--- src/hcbd_pkg.sv ---
// types and constants shared by the chunked body decoder modules
// no dependencies
package hcbd_pkg;

	localparam logic [7:0] CHAR_CR = 8'h0D;
	localparam logic [7:0] CHAR_LF = 8'h0A;

	localparam int QUEUE_DEPTH = 4;
	localparam int QUEUE_AW = 2;

	localparam logic [1:0] KIND_DATA = 2'd0;
	localparam logic [1:0] KIND_END = 2'd1;
	localparam logic [1:0] KIND_OVERFLOW = 2'd2;

	typedef enum logic [1:0] {
		PH_SIZE = 2'd0,
		PH_DATA = 2'd1,
		PH_DONE = 2'd2
	} phase_t;

	typedef struct packed {
		logic [7:0] in_byte;
		logic new_body;
	} in_item_t;

	typedef struct packed {
		logic [1:0] kind;
		logic [7:0] payload_byte;
	} out_item_t;

	// byte after classification, as the back end consumes it
	typedef struct packed {
		logic [7:0] data;
		logic new_body;
		logic is_cr;
		logic is_lf;
		logic is_hex;
		logic [3:0] hex_val;
	} class_word_t;

	function automatic class_word_t classify(input in_item_t it);
		class_word_t w;
		logic [7:0] c;
		c = it.in_byte;
		w.data = c;
		w.new_body = it.new_body;
		w.is_cr = (c == CHAR_CR);
		w.is_lf = (c == CHAR_LF);
		w.is_hex = 1'b1;
		w.hex_val = 4'd0;
		if (c >= 8'h30 && c <= 8'h39) begin
			w.hex_val = c[3:0];
		end else if ((c >= 8'h61 && c <= 8'h66) || (c >= 8'h41 && c <= 8'h46)) begin
			w.hex_val = c[3:0] + 4'd9;
		end else begin
			w.is_hex = 1'b0;
		end
		return w;
	endfunction

endpackage

--- src/hcbd_front.sv ---
// front end: takes input words and registers their classification
// depends on hcbd_pkg
module hcbd_front (
	input logic clk,
	input logic arst_n,
	input logic item_valid,
	input hcbd_pkg::in_item_t item,
	output logic item_stall,
	output logic push,
	output hcbd_pkg::class_word_t push_word,
	input logic queue_full
);
	import hcbd_pkg::*;

	logic valid_s1;
	class_word_t word_s1;

	assign push = valid_s1 && !queue_full;
	assign item_stall = valid_s1 && queue_full;
	assign push_word = word_s1;

	always_ff @(posedge clk or negedge arst_n) begin
		if (!arst_n) begin
			valid_s1 <= 1'b0;
		end else if (!item_stall) begin
			valid_s1 <= item_valid;
		end
	end

	always_ff @(posedge clk) begin
		if (item_valid && !item_stall) begin
			word_s1 <= classify(item);
		end
	end

endmodule

--- src/hcbd_queue.sv ---
// short queue of classified words between front and back ends
// depends on hcbd_pkg
module hcbd_queue (
	input logic clk,
	input logic arst_n,
	input logic push,
	input hcbd_pkg::class_word_t push_word,
	output logic full,
	input logic pop,
	output logic not_empty,
	output hcbd_pkg::class_word_t head
);
	import hcbd_pkg::*;

	class_word_t slots_q [QUEUE_DEPTH];
	logic [QUEUE_AW-1:0] wr_ptr_q;
	logic [QUEUE_AW-1:0] rd_ptr_q;
	logic [QUEUE_AW:0] count_q;

	assign full = (count_q == (QUEUE_AW+1)'(QUEUE_DEPTH));
	assign not_empty = (count_q != '0);
	assign head = slots_q[rd_ptr_q];

	always_ff @(posedge clk or negedge arst_n) begin
		if (!arst_n) begin
			wr_ptr_q <= '0;
			rd_ptr_q <= '0;
			count_q <= '0;
		end else begin
			if (push) begin
				wr_ptr_q <= wr_ptr_q + 1'b1;
			end
			if (pop) begin
				rd_ptr_q <= rd_ptr_q + 1'b1;
			end
			if (push && !pop) begin
				count_q <= count_q + 1'b1;
			end else if (pop && !push) begin
				count_q <= count_q - 1'b1;
			end
		end
	end

	always_ff @(posedge clk) begin
		if (push) begin
			slots_q[wr_ptr_q] <= push_word;
		end
	end

endmodule

--- src/hcbd_back.sv ---
// back end: size line parser, chunk byte counter and result register
// depends on hcbd_pkg
module hcbd_back #(
	parameter int SIZE_BITS = 32
) (
	input logic clk,
	input logic arst_n,
	input logic word_valid,
	input hcbd_pkg::class_word_t word,
	output logic pop,
	output logic result_valid,
	output hcbd_pkg::out_item_t result,
	input logic result_stall
);
	import hcbd_pkg::*;

	phase_t phase_q, phase_d;
	logic [SIZE_BITS-1:0] accum_q, accum_d;
	logic [SIZE_BITS-1:0] left_q, left_d;
	logic digits_ended_q, digits_ended_d;
	logic cr_pending_q, cr_pending_d;
	logic line_empty_q, line_empty_d;
	logic skip_allowed_q, skip_allowed_d;

	phase_t ph;
	logic [SIZE_BITS-1:0] acc, lft, dec;
	logic de, crp, le, skp;
	logic res_valid;
	out_item_t res;
	logic out_free;

	always_comb begin
		// new body clears state ahead of this byte
		if (word.new_body) begin
			ph = PH_SIZE;
			acc = '0;
			lft = '0;
			de = 1'b0;
			crp = 1'b0;
			le = 1'b1;
			skp = 1'b0;
		end else begin
			ph = phase_q;
			acc = accum_q;
			lft = left_q;
			de = digits_ended_q;
			crp = cr_pending_q;
			le = line_empty_q;
			skp = skip_allowed_q;
		end
		dec = lft - 1'b1;

		phase_d = ph;
		accum_d = acc;
		left_d = lft;
		digits_ended_d = de;
		cr_pending_d = crp;
		line_empty_d = le;
		skip_allowed_d = skp;
		res_valid = 1'b0;
		res.kind = KIND_DATA;
		res.payload_byte = 8'd0;

		unique case (ph)
			PH_DATA: begin
				left_d = dec;
				res_valid = 1'b1;
				res.payload_byte = word.data;
				if (dec == '0) begin
					phase_d = PH_SIZE;
					accum_d = '0;
					digits_ended_d = 1'b0;
					cr_pending_d = 1'b0;
					line_empty_d = 1'b1;
					skip_allowed_d = 1'b1;
				end
			end
			PH_SIZE: begin
				if (word.is_cr) begin
					cr_pending_d = 1'b1;
					if (!(le && skp && !crp)) begin
						digits_ended_d = 1'b1;
						line_empty_d = 1'b0;
					end
				end else if (word.is_lf && crp) begin
					if (le && skp) begin
						// leading cr lf after chunk data is skipped
						accum_d = '0;
						digits_ended_d = 1'b0;
						cr_pending_d = 1'b0;
						line_empty_d = 1'b1;
						skip_allowed_d = 1'b0;
					end else if (acc == '0) begin
						phase_d = PH_DONE;
						res_valid = 1'b1;
						res.kind = KIND_END;
					end else begin
						left_d = acc;
						phase_d = PH_DATA;
					end
				end else begin
					line_empty_d = 1'b0;
					skip_allowed_d = 1'b0;
					cr_pending_d = 1'b0;
					if (crp || de || !word.is_hex) begin
						digits_ended_d = 1'b1;
					end else if (acc[SIZE_BITS-1 -: 4] != 4'd0) begin
						phase_d = PH_DONE;
						res_valid = 1'b1;
						res.kind = KIND_OVERFLOW;
					end else begin
						accum_d = {acc[SIZE_BITS-5:0], word.hex_val};
					end
				end
			end
			default: begin
				// ended: bytes dropped until a new body
			end
		endcase
	end

	assign out_free = !result_valid || !result_stall;
	assign pop = word_valid && (!res_valid || out_free);

	always_ff @(posedge clk or negedge arst_n) begin
		if (!arst_n) begin
			phase_q <= PH_SIZE;
			accum_q <= '0;
			left_q <= '0;
			digits_ended_q <= 1'b0;
			cr_pending_q <= 1'b0;
			line_empty_q <= 1'b1;
			skip_allowed_q <= 1'b0;
			result_valid <= 1'b0;
		end else begin
			if (pop) begin
				phase_q <= phase_d;
				accum_q <= accum_d;
				left_q <= left_d;
				digits_ended_q <= digits_ended_d;
				cr_pending_q <= cr_pending_d;
				line_empty_q <= line_empty_d;
				skip_allowed_q <= skip_allowed_d;
			end
			if (pop && res_valid) begin
				result_valid <= 1'b1;
			end else if (!result_stall) begin
				result_valid <= 1'b0;
			end
		end
	end

	always_ff @(posedge clk) begin
		if (pop && res_valid) begin
			result <= res;
		end
	end

endmodule

--- src/http_chunked_body_decoder_core.sv ---
// Decodes an HTTP chunked body, one byte per cycle while nothing stalls. A byte
// passes a classification register and a four-word queue, then the size line
// parser and chunk counter update on each byte taken from the queue; results
// (payload bytes, end of body, size overflow) leave through an output register.
// Bytes that give no result keep flowing while a result waits.
// Depends on hcbd_pkg, hcbd_front, hcbd_queue and hcbd_back.
module http_chunked_body_decoder_core #(
	parameter int SIZE_BITS = 32
) (
	input logic clk,
	input logic arst_n,
	input logic item_valid,
	input hcbd_pkg::in_item_t item,
	output logic item_stall,
	output logic result_valid,
	output hcbd_pkg::out_item_t result,
	input logic result_stall
);
	import hcbd_pkg::*;

	logic push, queue_full, pop, not_empty;
	class_word_t push_word, head;

	hcbd_front u_front (
		.clk(clk),
		.arst_n(arst_n),
		.item_valid(item_valid),
		.item(item),
		.item_stall(item_stall),
		.push(push),
		.push_word(push_word),
		.queue_full(queue_full)
	);

	hcbd_queue u_queue (
		.clk(clk),
		.arst_n(arst_n),
		.push(push),
		.push_word(push_word),
		.full(queue_full),
		.pop(pop),
		.not_empty(not_empty),
		.head(head)
	);

	hcbd_back #(
		.SIZE_BITS(SIZE_BITS)
	) u_back (
		.clk(clk),
		.arst_n(arst_n),
		.word_valid(not_empty),
		.word(head),
		.pop(pop),
		.result_valid(result_valid),
		.result(result),
		.result_stall(result_stall)
	);

endmodule

--- config.mk ---
export PLATFORM = sky130hd
export DESIGN_NAME = http_chunked_body_decoder_core
export DESIGN_NICKNAME = d
export VERILOG_FILES = /design/src/hcbd_pkg.sv /design/src/hcbd_front.sv /design/src/hcbd_queue.sv /design/src/hcbd_back.sv /design/src/http_chunked_body_decoder_core.sv
export SDC_FILE = /design/constraint.sdc
export NUM_CORES = 1
export LEC_CHECK = 0
export BUFFER_PORTS_ARGS = -buffer_cell sky130_fd_sc_hd__buf_2
export CORE_MARGIN = 2
export CORE_UTILIZATION = 50
export DETAILED_ROUTE_END_ITERATION = 10
export PLACE_DENSITY_LB_ADDON = 0.05
export SYNTH_ARGS = -nofsm -noshare
export SYNTH_HDL_FRONTEND = slang
export SYNTH_SLANG_ARGS = --single-unit
--- constraint.sdc ---
create_clock -name clk -period 5.1 [get_ports clk]
set_clock_uncertainty 0.05 [all_clocks]
set_input_delay 0.51 -clock clk [delete_from_list [all_inputs] [get_ports clk]]
set_output_delay 0.51 -clock clk [all_outputs]
set_load 0.02 [all_outputs]
==> impl_metrics.tcl <==
set metrics [dict create \
    clkLatencyLatePin_ns 0.44 \
    cts_made_buffers 17 \
    clkTransAtPathRegs_ns 0.07 \
    grt_pass1_vias 6610 \
    synth_cells 781 \
    hp-class "in2async" \
    tightest_slew_ns 1.108 \
    worstSetupStartpointType "flop" \
    use_met1_pct 39.91 \
    setup_viol 0 \
    die_w_microns 137.1 \
    wl_mm 24.47 \
    syn_area_per_cell_sq_um 11.34 \
    mostFrequentLayoutCell "edfxtp_1" \
    cts_setup_buffers 0 \
    hpwl_mm 16.80 \
    use_met2_pct 40.24 \
    grt_max_degree 80 \
    p_switching_mw 2.905 \
    hold_viol 0 \
    power_per_cell_area_nw_per_um2 660.9 \
    ys_ff_latch 169 \
    worstPathArrival_ns 5.04 \
    initial_core_util_pct 51.19 \
    synth.net_count 806 \
    cts_resized 0 \
    cts_buffer_depth 2 \
    finalCriticalPeriod_ns 4.774 \
    viasPerCell 6.713 \
    wl_per_cell_microns 23.85 \
    clock-root-buffer "clkbuf_16" \
    p_leak_nw 3.813 \
    place_congestion 0.9110 \
    cts-hold-fix-buffers 0 \
    max_clock_freq_mhz 209.5 \
    numPortBuffers 24 \
    drt_iter0_markers 839 \
    period_share_pct 93.61 \
    final_antenna_net_count 0 \
    final_cell_mix "edfxtp_1, dfrtp_1, nor2_1" \
    clkPwrFrac_pct 19.7 \
    power_mw 6.407 \
    drc 0 \
    utilization_pct 56.05 \
    die_y_microns 137.1 \
    yosysWarningCount 0 \
    synthArstFlopShare_pct 46.75 \
    critPathMaxFanout 24 \
    cap_violations 0 \
    multi_input_area_sq_um 3805 \
    hold_ws_ns 0.1865 \
    fin_nets 812 \
    syn_area_sq_um 8853 \
    ys_types 84 \
    grt_overflow 0 \
    fillCellCount 1452 \
    synth_edf_count 90 \
    io_pins 25 \
    p_int_mw 3.502 \
    max_slew_margin_pct 25.86 \
    grt_antenna_before_repair 1 \
    grt_pass1_wl_mm 38.38 \
    clkSinkCount 169 \
    drt-pass1-iter-count 7 \
    cp_data_required_time_ns 5.37 \
    path_class "reg2reg" \
    sequentialPowerShare_pct 30.8 \
    rows 48 \
    htree_num_levels 4 \
    sw_frac_of_total_pct 45.34 \
    comb_power_share_pct 49.5 \
    synth_ff_type "edfxtp_1" \
    drive_above_1_share_pct 15.75 \
    vias 6888 \
    grt-busiest-layer "met2" \
    crit_path_end_kind "flop" \
    seq_area_sq_um 4681 \
    core_sq_um 17300 \
    dieArea_sq_um 18790 \
    maxSlewViolCount 0 \
    synth.yosys.seq_area_share_pct 52.87 \
    rsz0062_at_grt "no" \
    area_growth_pct 9.497 \
    status "completed" \
    cts_tree "done" \
    globalRouteTotalUtil_pct 27.63 \
    fin_tns_setup_ns 0 \
    peakVddDrop_mv 0.3685 \
    grt_use_met3_pct 7.926 \
]
[logic make-up (layout without fill, tap and decap cells)]
kind of cell / Yosys count / count (layout) / synth area share [%]
xor+xnor: 11 / 11 / 1.088
buf+inv: 79 / 98 / 4.395
flops: 169 / 169 / 52.87
compound gates: 225 / 225 / 18.05
fa+ha+maj: 12 / 12 / 1.781
simple gates: 253 / 253 / 15.81
mux: 32 / 32 / 6.006
other cells: 0 / 1 / 0
[cells in the mapped netlist, types with 6 or more instances]
cell type	instances	area, sq um
a21oi_1	48	240.2
a22o_1	7	61.31
a22oi_1	13	97.59
a31oi_1	8	50.05
a32o_1	20	200.2
and2_1	15	93.84
and3_1	8	50.05
buf_2	6	30.03
buf_4	7	52.55
buf_6	6	67.56
clkbuf_1	31	116.4
dfrtp_1	78	1952
edfxtp_1	90	2703
ha_1	11	137.6
inv_1	23	86.33
mux2_2	9	101.4
mux2i_1	7	70.07
mux4_2	16	360.4
nand2_1	57	214.0
nand3_1	13	65.06
nand4_1	17	106.4
nor2_1	60	225.2
nor2b_1	9	56.30
nor3_1	13	65.06
nor4_1	10	62.56
o21ai_0	45	225.2
o21ai_1	6	30.03
o22ai_1	14	87.58
o2bb2ai_1	6	52.55
o31ai_1	6	45.04
or4_1	10	75.07
xor2_1	6	52.55
[worst max-delay path: stages, from the launching register on]
cell and delay, ns:
dfrtp_1 0.46, mux2_2 0.31, mux2i_2 0.12, nand2_1 0.12, ha_1 0.35, nor3b_1 0.59
nand4_1 0.39, and2_1 0.33, o221ai_1 0.27, nor4b_2 0.32, nand4_2 0.24, or3_1 0.74
a32o_1 0.40
[power by group through the flow]
stage / clock [mW] / combinational (mW) / sequential [mW]
finish: 1.26 / 3.17 / 1.97
global route: 1.34 / 3.43 / 2.00
CTS: 1.29 / 3.13 / 1.96
detailed placement: 0 / 3.11 / 1.99
global placement: 0 / 3.08 / 1.97
floorplan: 0 / 2.38 / 1.90
[routing by layer]
metal	vias up	part of all wire [%]
li1	3035	-
met1	3432	43
met2	371	45
met3	50	9.4
met4	0	2.1
met5	-	0
[sequential cells by signal, indices dropped and copies added, names as in the netlist]
signal                 count
u_back.digits_ended_q      1
u_queue.slots_q           64
u_back.result             10
u_back.accum_q            32
u_queue.count_q            3
u_back.left_q             32
u_front.push_word         16
u_back.skip_allowed_q      1
u_back.result_valid        1
u_front.valid_s1           1
u_queue.rd_ptr_q           2
u_back.phase_q             2
u_queue.wr_ptr_q           2
u_back.line_empty_q        1
u_back.cr_pending_q        1
[final timing paths]
| path | from | to | slack [ns] | cells past startpoint |
|---|---|---|---|---|
| max reg2reg | u_queue.rd_ptr_q[1] | u_back.accum_q[0] | 0.33 | 12 |
| max | u_queue.rd_ptr_q[1] | u_back.accum_q[0] | 0.33 | 12 |
| min | arst_n | u_back.left_q[31] | 0.19 | 1 |
| max in group asynchronous | arst_n | u_back.left_q[16] | 4.11 | 1 |
| min in group clk | item[0] | u_front.push_word[7] | 0.20 | 1 |
| min reg2reg | u_front.push_word[8] | u_queue.slots_q[3][8] | 0.46 | 0 |
[through the flow]
| stage | area [sq um] | worst slack, ns | instances |
|---|---|---|---|
| floorplan | 8853 | 0.6424 | 781 |
| global placement | 9115 | 0.6035 | 993 |
| detailed placement | 9115 | 0.4122 | 993 |
| CTS | 9692 | 0.3957 | 1025 |
| global route | 9692 | 0.01473 | 1025 |
| finish | 9694 | 0.3259 | 1026 |
[final cells by class]
class	count	area share, %
inverters	24	0.9293
repair buffers	42	2.659
clock inverters	15	1.562
well taps	225	2.904
multi-input cells	533	39.25
clock buffers	17	4.388
diodes	1	0.02581
flip-flops and latches	169	48.28
(Power assumes the default switching activity.)
